==> src/hdl/bdlp_pkg.sv <==
package bdlp_pkg;

  // Default counter width
  localparam int TimeBitsDef = 17;

  // Register widths
  localparam int CfgDataW  = 16;
  localparam int CfgIndexW = 2;

  // Register indexes
  typedef enum logic [CfgIndexW-1:0] {
    CFG_DEBOUNCE_MS    = 2'd0,
    CFG_LONG_PRESS_MS  = 2'd1,
    CFG_EVENTS_ENABLED = 2'd2
  } cfg_idx_t;

  // Register reset values
  localparam logic [CfgDataW-1:0] DebounceMsRst  = 16'd10;
  localparam logic [CfgDataW-1:0] LongPressMsRst = 16'd1000;
  localparam logic                EventsEnRst    = 1'b1;

  // Configuration seen by the datapath
  typedef struct packed {
    logic [CfgDataW-1:0] debounce_ms;
    logic [CfgDataW-1:0] long_press_ms;
    logic                events_enabled;
  } cfg_t;

  // One result beat
  typedef struct packed {
    logic pressed;
    logic released;
    logic long_once;
    logic long_held;
  } evt_t;

endpackage

==> src/hdl/bdlp_cfg.sv <==
module bdlp_cfg (
  input  logic                             clk,
  input  logic                             rst_n,
  input  logic                             cfg_we,
  input  logic [bdlp_pkg::CfgIndexW-1:0]   cfg_index,
  input  logic [bdlp_pkg::CfgDataW-1:0]    cfg_wdata,
  output bdlp_pkg::cfg_t                   cfg_o
);
  import bdlp_pkg::*;

  cfg_t cfg_r;

  // Register file, unknown indexes ignored
  always_ff @(posedge clk) begin
    if (!rst_n) begin
      cfg_r.debounce_ms    <= DebounceMsRst;
      cfg_r.long_press_ms  <= LongPressMsRst;
      cfg_r.events_enabled <= EventsEnRst;
    end else if (cfg_we) begin
      unique case (cfg_index)
        CFG_DEBOUNCE_MS:    cfg_r.debounce_ms    <= cfg_wdata;
        CFG_LONG_PRESS_MS:  cfg_r.long_press_ms  <= cfg_wdata;
        CFG_EVENTS_ENABLED: cfg_r.events_enabled <= cfg_wdata[0];
        default: ;
      endcase
    end
  end

  assign cfg_o = cfg_r;

endmodule

==> src/hdl/bdlp_core.sv <==
module bdlp_core #(
  parameter int TIME_BITS = bdlp_pkg::TimeBitsDef
) (
  input  logic            clk,
  input  logic            rst_n,
  input  logic            step,
  input  logic            raw,
  input  bdlp_pkg::cfg_t  cfg,
  output bdlp_pkg::evt_t  evt
);
  import bdlp_pkg::*;

  localparam int CmpW = (TIME_BITS > CfgDataW) ? TIME_BITS : CfgDataW;
  localparam logic [TIME_BITS-1:0] CntMax = {TIME_BITS{1'b1}};

  logic                 last_raw_r, last_raw_nxt;
  logic                 prev_q_r, prev_q_nxt;
  logic                 hold_act_r, hold_act_nxt;
  logic                 long_det_r, long_det_nxt;
  logic [TIME_BITS-1:0] stable_r, stable_nxt;
  logic [TIME_BITS-1:0] hold_r, hold_nxt;

  logic [TIME_BITS-1:0] stable_inc, hold_inc;
  logic                 gate;
  logic                 hold_act_mid, long_mid;

  // Saturating increments
  assign stable_inc = (stable_r == CntMax) ? stable_r : stable_r + 1'b1;
  assign hold_inc   = (hold_r == CntMax) ? hold_r : hold_r + 1'b1;

  // Next state and events for one tick
  always_comb begin
    last_raw_nxt = last_raw_r;
    prev_q_nxt   = prev_q_r;
    hold_act_nxt = hold_act_r;
    long_det_nxt = long_det_r;
    stable_nxt   = stable_inc;
    hold_nxt     = hold_inc;
    hold_act_mid = hold_act_r;
    long_mid     = long_det_r;
    gate         = 1'b0;
    evt          = '0;
    if (cfg.events_enabled) begin
      // raw change restarts the stable counter
      if (raw != last_raw_r) begin
        stable_nxt = '0;
      end
      last_raw_nxt = raw;
      gate = CmpW'(stable_nxt) > CmpW'(cfg.debounce_ms);
      if (gate) begin
        evt.pressed  = prev_q_r & ~raw;
        evt.released = ~prev_q_r & raw;
        if (evt.pressed) begin
          hold_act_mid = 1'b1;
          long_mid     = 1'b0;
          hold_nxt     = '0;
        end else if (evt.released) begin
          hold_act_mid = 1'b0;
          long_mid     = 1'b0;
        end
        prev_q_nxt    = raw;
        evt.long_once = hold_act_mid & ~long_mid &
                        (CmpW'(hold_nxt) > CmpW'(cfg.long_press_ms));
        hold_act_nxt  = hold_act_mid;
        long_det_nxt  = long_mid | evt.long_once;
        evt.long_held = long_det_nxt;
      end
    end
  end

  // Tracker state, advanced once per tick
  always_ff @(posedge clk) begin
    if (!rst_n) begin
      last_raw_r <= 1'b1;
      prev_q_r   <= 1'b1;
      hold_act_r <= 1'b0;
      long_det_r <= 1'b0;
      stable_r   <= '0;
      hold_r     <= '0;
    end else if (step) begin
      last_raw_r <= last_raw_nxt;
      prev_q_r   <= prev_q_nxt;
      hold_act_r <= hold_act_nxt;
      long_det_r <= long_det_nxt;
      stable_r   <= stable_nxt;
      hold_r     <= hold_nxt;
    end
  end

endmodule

==> src/hdl/button_debounce_long_press.sv <==
// Pipeline: 2 register stages, the input register and then the result register; a
// result beat is loaded into the result register from the input register on a step.
// Throughput: one tick per cycle unless out_ready stalls; the input register and
// result register each take a new beat when the stage after them is empty or draining.
// Reset (rst_n low, synchronous): both stages empty, tracker state idle,
// registers back to debounce 10, long press 1000, events enabled.
module button_debounce_long_press #(
  parameter int TIME_BITS = bdlp_pkg::TimeBitsDef
) (
  input  logic                            clk,
  input  logic                            rst_n,
  // tick input
  input  logic                            in_valid,
  output logic                            in_ready,
  input  logic                            in_raw_level,
  // event output
  output logic                            out_valid,
  input  logic                            out_ready,
  output logic                            out_pressed,
  output logic                            out_released,
  output logic                            out_long_once,
  output logic                            out_long_held,
  // register writes
  input  logic                            cfg_we,
  input  logic [bdlp_pkg::CfgIndexW-1:0]  cfg_index,
  input  logic [bdlp_pkg::CfgDataW-1:0]   cfg_wdata
);
  import bdlp_pkg::*;

  cfg_t cfg;
  evt_t evt;
  evt_t evt_r;
  logic in_v_r;
  logic raw_r;
  logic out_v_r;
  logic advance;
  logic step;

  bdlp_cfg u_cfg (
    .clk       (clk),
    .rst_n     (rst_n),
    .cfg_we    (cfg_we),
    .cfg_index (cfg_index),
    .cfg_wdata (cfg_wdata),
    .cfg_o     (cfg)
  );

  // Handshake: result stage frees when empty or taken
  assign advance  = ~out_v_r | out_ready;
  assign step     = in_v_r & advance;
  assign in_ready = ~in_v_r | advance;

  // Input register
  always_ff @(posedge clk) begin
    if (!rst_n) begin
      in_v_r <= 1'b0;
    end else if (in_ready) begin
      in_v_r <= in_valid;
    end
  end

  always_ff @(posedge clk) begin
    if (in_valid && in_ready) begin
      raw_r <= in_raw_level;
    end
  end

  bdlp_core #(
    .TIME_BITS (TIME_BITS)
  ) u_core (
    .clk   (clk),
    .rst_n (rst_n),
    .step  (step),
    .raw   (raw_r),
    .cfg   (cfg),
    .evt   (evt)
  );

  // Result register
  always_ff @(posedge clk) begin
    if (!rst_n) begin
      out_v_r <= 1'b0;
    end else if (advance) begin
      out_v_r <= in_v_r;
    end
  end

  always_ff @(posedge clk) begin
    if (step) begin
      evt_r <= evt;
    end
  end

  assign out_valid     = out_v_r;
  assign out_pressed   = evt_r.pressed;
  assign out_released  = evt_r.released;
  assign out_long_once = evt_r.long_once;
  assign out_long_held = evt_r.long_held;

  // A first long-press beat always reports the held flag
  a_once_held: assert property (@(posedge clk) disable iff (!rst_n)
    out_valid |-> (!out_long_once || out_long_held))
    else $error("long_once without long_held");

  // Press, release and long-press recognition are mutually exclusive
  a_excl: assert property (@(posedge clk) disable iff (!rst_n)
    out_valid |-> $countones({out_pressed, out_released, out_long_once}) <= 1)
    else $error("conflicting events in one beat");

  // Reset empties the result stage
  a_rst: assert property (@(posedge clk)
    !rst_n |=> !out_valid)
    else $error("result valid after reset");

endmodule
==> config.mk <==
export PLATFORM = sky130hd
export DESIGN_NAME = button_debounce_long_press
export DESIGN_NICKNAME = d
export VERILOG_FILES = /design/src/hdl/bdlp_pkg.sv /design/src/hdl/bdlp_cfg.sv /design/src/hdl/bdlp_core.sv /design/src/hdl/button_debounce_long_press.sv
export SDC_FILE = /design/constraint.sdc
export NUM_CORES = 1
export LEC_CHECK = 0
export BUFFER_PORTS_ARGS = -buffer_cell sky130_fd_sc_hd__buf_4
export CAP_MARGIN = 10
export CORE_MARGIN = 2
export CORE_UTILIZATION = 40
export DETAILED_ROUTE_END_ITERATION = 10
export PLACE_DENSITY = 0.53
export SLEW_MARGIN = 20
export SYNTH_ARGS = -nofsm -noshare
export SYNTH_HDL_FRONTEND = slang
export SYNTH_SLANG_ARGS = --single-unit
==> constraint.sdc <==
create_clock -name clk -period 4.97 [get_ports clk]
set_clock_uncertainty 0.15 [all_clocks]
set_input_delay 0.7455 -clock clk [delete_from_list [all_inputs] [get_ports clk]]
set_output_delay 0.7455 -clock clk [all_outputs]
set_load 0.05 [all_outputs]
==> results.py, run 1 <==
metrics = {
    "detailed_routing": {
        "antenna_left": 0,
        "drtPass1Iterations": 5,
        "drt-initial-drc-count": 308,
        "drc_errors": 0,
        "wire_per_inst_um": 15.3,
        "dr_total_vias": 4296,
        "wirelength_mm": 12.3,
        "via_per_inst": 5.35,
    },
    "synthesis": {
        "yosysSeqAreaShare": 0.335,
        "synth_area_leader_cell": "dfxtp_1",
        "synthDistinctLibCells": 63,
        "syn_avg_cell_area_um2": 7.57,
        "synth_ff_type": "dfxtp_1",
        "syn_nets": 694,
        "synth_top_area_share": 0.304,
        "synth_top_cells_by_count": "nand2_1, dfxtp_1, nor2_1",
        "synth_area_leaders": "dfxtp_1, ha_1, nand2_1",
        "ys_warn_count": 0,
        "synth-seq-cells": 78,
        "async_reset_ff_frac": 0,
        "synth_most_common_cell": "nand2_1",
        "synth-edff-count": 5,
        "syn_area_um2": 4810,
        "syn_inst": 636,
    },
    "sta": {
        "fin_crit_ns": 4.31,
        "max_slew.worst_pin.slew_ns": 1.05,
        "rsz0062_at_grt": "no",
        "setup_tns_ns": 0,
        "fmax_ghz": 0.232,
        "hold_viol": 0,
        "finalMaxSlewViolations": 0,
        "finalCritPeriodShare": 0.868,
        "finalSetupViolations": 0,
        "slew_headroom": 0.297,
    },
    "cts": {
        "root_buffer": "clkbuf_16",
        "clock_path_buffers": 2,
        "cts_resized": 0,
        "post-cts-setup-buffers": 0,
        "htreeDepth": 3,
        "cts_sinks": 78,
        "cts_buffers": 9,
        "cts_hold_buf": 0,
        "clk_pin_slew_worst_paths_ns": 0.06,
        "clk_latency_ns": 0.35,
        "cts_tree": "yes",
    },
    "floorplan": {
        "ios": 30,
        "core_area_um2": 11900,
        "rows": 40,
        "die_y_um": 114,
        "dieArea_um2": 12900,
        "start_util": 0.406,
        "die_x_um": 114,
    },
    "grt": {
        "grt_start_max_net_pins": 30,
        "antenna_found_initial": 0,
        "grt_pass1_wl_mm": 20.5,
        "grtUsageTotal": 0.202,
        "grt_overflow": 0,
        "grt_pass1_vias": 4095,
    },
    "power": {
        "leakage_nw": 2.09,
        "power.density_nw_per_um2": 270,
        "ir_drop_uv": 146,
        "total_power_mw": 1.46,
    },
    "layout": {
        "antenna_cells": 0,
        "fillCellCount": 1177,
        "area_delta_synth_final_pct": 12.2,
        "largest_reg_flops": 33,
        "finalNetCount": 710,
        "drive_gt1_frac": 0.104,
    },
    "placed_design": {
        "port_buffers": 29,
        "gp_congestion": 0.842,
        "hpwl_mm": 9.01,
    },
    "worst_setup_path": {
        "cp.arrival_ns": 4.35,
        "critPathMaxFanout": 17,
        "cpMaxStageDelayCell": "or4_1",
        "start_kind": "flip-flop",
        "critPathCaptureType": "flip-flop",
        "path_buf_inv": 1,
        "max_stage_delay_ns": 0.58,
        "cp_cell_sequence": "and3_1 > and3_1 > a2111oi_2 > nand2_1 > xor2_1 > nor2_1 > ha_1 > nand4_1 > or4_1 > a31o_1 > a311oi_1 > nor2_2 > buf_4 > nand3_1 > a31oi_1",
        "crit_family": "simple AND/OR/NAND/NOR gates",
        "critPathKind": "flip-flop to flip-flop",
        "critPathRequiredTime_ns": 5.01,
        "crit_top_cell": "and3_1",
    },
    "worst_hold_path": {
        "hp-class": "flip-flop to flip-flop",
    },
    "flow_run": {
        "drv_cap": 0,
    },
    "run_status": {
        "outcome": "complete, no violations",
    },
}
==> layout by cell type (no fill, tap or decap), types with 2 or more instances in the layout <==
| cell type | n |
|---|---|
| or3_1 | 4 |
| xor2_1 | 19 |
| o211ai_1 | 11 |
| o21ai_0 | 30 |
| nand2b_1 | 5 |
| nor2_1 | 69 |
| and4_1 | 3 |
| or4_1 | 2 |
| nor3_1 | 15 |
| and2_1 | 4 |
| buf_4 | 36 |
| a211oi_1 | 3 |
| a31oi_1 | 10 |
| nor2b_1 | 11 |
| a21oi_1 | 57 |
| nand3_1 | 27 |
| clkinv_2 | 2 |
| xnor2_1 | 10 |
| and3_1 | 4 |
| o21ai_2 | 6 |
| ha_1 | 34 |
| clkbuf_16 | 9 |
| nand4_1 | 12 |
| o31ai_1 | 6 |
| inv_1 | 40 |
| o21ai_1 | 2 |
| nand2_1 | 106 |
| edfxtp_1 | 5 |
| a311o_1 | 2 |
| mux2i_1 | 2 |
| nor4_1 | 4 |
| dfxtp_1 | 73 |
==> path summary, 6_finish.rpt <==
kind / startpoint / end / slack [ns] / depth (start not counted)
min: u_cfg.cfg_o[28] / u_cfg.cfg_o[28] / 0.31 / 2
min reg2reg: u_cfg.cfg_o[28] / u_cfg.cfg_o[28] / 0.31 / 2
max reg2reg: u_core.stable_r[10] / u_core.hold_r[5] / 0.66 / 15
max: u_core.stable_r[10] / u_core.hold_r[5] / 0.66 / 15
==> worst reg2reg max path: cells and delay by family (launching register included) <==
family	cells	cell delay [ns]
buffers and inverters	1	0.22
DFF	1	0.36
adders and majority gates	1	0.29
AOI/OAI and AO/OA	4	1.28
and+or+nand+nor	8	1.65
xor gates and xnor gates	1	0.22
==> per-stage QoR <==
stage                     hold WS (ns)  std cells  area (um^2)  utilization  setup WS [ns]
after CTS                        0.306        803         5400        0.455          0.661
after global routing             0.326        803         5400        0.455          0.195
after floorplan                  0.286        636         4810            -           1.06
after detailed placement         0.298        788         5110        0.431          0.667
final                            0.306        803         5400        0.455          0.656
after global placement           0.294        788         5110        0.431          0.769
==> report_power, final <==
group          internal [mW]  switching [mW]  total, mW
clock                  0.398           0.268      0.666
combinational         0.0461          0.0859      0.132
sequential             0.647         0.00993      0.657
total                   1.09           0.363       1.46
==> area by class of cell <==
cell class                      instances  area (um^2)  share of cell area
Clock inverter                          4         47.5             0.00881
Sequential cell                        78         1610               0.298
Multi-Input combinational cell        487         2890               0.536
Inverter                               40          150              0.0278
Tap cell                              147          184              0.0341
Timing Repair Buffer                   36          270              0.0501
Clock buffer                           11          243              0.0450
==> logic make-up (layout without fill, tap and decap cells) <==
logic type,count (synthesis),count (layout),share of synthesized area
compound gates,142,142,0.183
xor+xnor,29,29,0.0528
fa+ha+maj,35,35,0.0905
buf+inv,71,91,0.0652
flops,78,78,0.335
mux,2,2,0.00416
simple gates,279,279,0.269
==> layer usage <==
| metal | GRT usage | wire (um) |
|---|---|---|
| met3 | 0.0399 | 379 |
| met1 | 0.262 | 5850 |
| met2 | 0.333 | 5810 |
| met4 | 0.0772 | 277 |
| met5 | 0 | 0 |
(Power assumes the default switching activity.)
==> inputs of run 2 (changes only) <==
--- a/config.mk
+++ b/config.mk
@@ -5,8 +5,10 @@
 export SDC_FILE = /design/constraint.sdc
 export NUM_CORES = 1
 export LEC_CHECK = 0
+export ABC_AREA = 1
 export BUFFER_PORTS_ARGS = -buffer_cell sky130_fd_sc_hd__buf_4
 export CAP_MARGIN = 10
+export CORE_ASPECT_RATIO = 0.7
 export CORE_MARGIN = 2
 export CORE_UTILIZATION = 40
 export DETAILED_ROUTE_END_ITERATION = 10
==> run 2 against run 1 <==
Compared with the run above:
- worst setup slack better by 0.40 ns
- combinational power up 3%
- maximum frequency is 10% higher
- hold slack improved by 0.0091 ns
- flip-flop and latch count stayed put
- sequential power about the same
- clock power grew 6.2%
- first-iteration DRC count increased by 4.5%
- largest power group unchanged
==> results.py, run 2 <==
metrics = {
    "cts": {
        "cts_hold_buf": 0,
        "root_buffer": "clkbuf_16",
        "cts_resized": 0,
        "cts_buffers": 9,
        "htreeDepth": 3,
        "clk_latency_ns": 0.34,
        "cts_tree": "yes",
        "cts_sinks": 78,
        "post-cts-setup-buffers": 0,
        "clock_path_buffers": 2,
        "clk_pin_slew_worst_paths_ns": 0.06,
    },
    "grt": {
        "grt_start_max_net_pins": 52,
        "antenna_found_initial": 0,
        "grt_overflow": 0,
        "grt_pass1_wl_mm": 21.0,
        "grt_pass1_vias": 3926,
        "grtUsageTotal": 0.214,
    },
    "sta": {
        "fmax_ghz": 0.256,
        "max_slew.worst_pin.slew_ns": 1.14,
        "finalCritPeriodShare": 0.787,
        "finalSetupViolations": 0,
        "slew_headroom": 0.233,
        "hold_viol": 0,
        "finalMaxSlewViolations": 0,
        "rsz0062_at_grt": "no",
        "setup_tns_ns": 0,
        "fin_crit_ns": 3.91,
    },
    "layout": {
        "fillCellCount": 1179,
        "drive_gt1_frac": 0.0997,
        "final_cell_mix": "nand2_1, a21oi_1, inv_1",
        "largest_reg_flops": 33,
        "final_common_cell": "nand2_1",
        "finalNetCount": 756,
        "antenna_cells": 0,
        "seq_area_um2": 1610,
        "area_delta_synth_final_pct": 13.8,
        "multi_input_area_um2": 2680,
    },
    "synthesis": {
        "synth_area_leaders": "dfxtp_1, nand2_1, a21oi_1",
        "yosysSeqAreaShare": 0.342,
        "synth_top_cells_by_count": "nand2_1, a21oi_1, inv_1",
        "syn_nets": 736,
        "synth_most_common_cell": "nand2_1",
        "synthDistinctLibCells": 38,
        "synth_ff_type": "dfxtp_1",
        "syn_inst": 678,
        "async_reset_ff_frac": 0,
        "synth_area_leader_cell": "dfxtp_1",
        "ys_warn_count": 0,
        "synth_top_area_share": 0.310,
        "syn_area_um2": 4720,
        "syn_avg_cell_area_um2": 6.96,
        "synth-seq-cells": 78,
        "synth-edff-count": 5,
    },
    "worst_setup_path": {
        "max_stage_delay_ns": 0.42,
        "critPathCaptureType": "flip-flop",
        "critPathRequiredTime_ns": 5.05,
        "crit_top_cell": "nand2_1",
        "cp.arrival_ns": 3.99,
        "ff2ff_setup_slack_ns": 1.06,
        "critPathMaxFanout": 18,
        "start_kind": "flip-flop",
        "critPathKind": "flip-flop to flip-flop",
        "cpMaxStageDelayCell": "dfxtp_1",
    },
    "placed_design": {
        "hpwl_mm": 9.70,
        "port_buffers": 29,
        "gp_congestion": 0.886,
    },
    "floorplan": {
        "die_x_um": 134,
        "ios": 30,
        "core_area_um2": 11600,
        "dieArea_um2": 12700,
        "start_util": 0.407,
        "die_y_um": 94.9,
        "rows": 33,
    },
    "detailed_routing": {
        "drtPass1Iterations": 5,
        "via_per_inst": 5.08,
        "drc_errors": 0,
        "antenna_left": 0,
        "wire_per_inst_um": 15.0,
        "dr_total_vias": 4365,
        "wirelength_mm": 12.9,
        "drt-initial-drc-count": 322,
    },
    "run_status": {
        "outcome": "complete, no violations",
    },
    "power": {
        "ir_drop_uv": 175,
        "power.density_nw_per_um2": 280,
        "total_power_mw": 1.50,
        "leakage_nw": 2.24,
    },
    "flow_run": {
        "drv_cap": 0,
    },
    "worst_hold_path": {
        "hp-class": "flip-flop to flip-flop",
    },
}
-- run 2: cell type report --
type	count	share of cell area
Timing Repair Buffer	32	0.0448
Multi-Input combinational cell	490	0.499
Clock buffer	9	0.0420
Inverter	87	0.0608
Clock inverter	6	0.0163
Sequential cell	78	0.300
Tap cell	157	0.0366
-- run 2: kinds of logic after synthesis --
kind of cell / count (synthesis) / share of synthesized area
AOI/OAI and AO/OA: 147 / 0.166
and+or+nand+nor: 286 / 0.269
muxes: 1 / 0.00212
DFF: 78 / 0.342
adders and majority gates: 34 / 0.0902
buffers and inverters: 110 / 0.0904
xor gates and xnor gates: 22 / 0.0408
-- run 2: critical path: cells and delay by family, from the launching register on --
family / cells / cell delay [ns]
AND/OR/NAND/NOR: 23 / 2.49
buffers and inverters: 1 / 0.08
adder cells (fa/ha/maj): 2 / 0.37
AO/OA/AOI/OAI: 1 / 0.27
flip-flops: 1 / 0.42
-- run 2: path summary, 6_finish.rpt --
path,startpoint,endpoint,cells past startpoint
min reg2reg,u_cfg.cfg_o[12],u_cfg.cfg_o[12],2
max reg2reg,u_core.stable_r[0],u_core.hold_r[4],27
min,u_cfg.cfg_o[12],u_cfg.cfg_o[12],2
max,u_core.stable_r[0],u_core.hold_r[4],27
-- run 2: per-stage QoR --
stage	worst slack (ns)	util	hold WS, ns	cells	cell area, um^2
final	1.06	0.463	0.315	859	5370
after global routing	0.670	0.463	0.345	859	5370
after CTS	1.13	0.463	0.320	859	5370
after detailed placement	1.15	0.436	0.308	844	5050
after global placement	1.25	0.436	0.311	844	5050
after floorplan	1.83	-	0.285	678	4720
-- run 2: routing by layer --
metal | vias to the layer above | part of all wire | wire length [um] | track usage
met5 | - | 0 | 0 | 0
met4 | 0 | 0.0058 | 75 | 0.0434
met2 | 115 | 0.37 | 4830 | 0.285
met3 | 6 | 0.061 | 781 | 0.0451
li1 | 2268 | - | - | -
met1 | 1976 | 0.56 | 7220 | 0.343
-- run 2: power by group --
group	internal, mW	total (mW)	leakage, nW	switching, mW
combinational	0.0440	0.136	1.44	0.0920
clock	0.437	0.707	0.155	0.270
sequential	0.651	0.660	0.641	0.00915
total	1.13	1.50	2.24	0.371
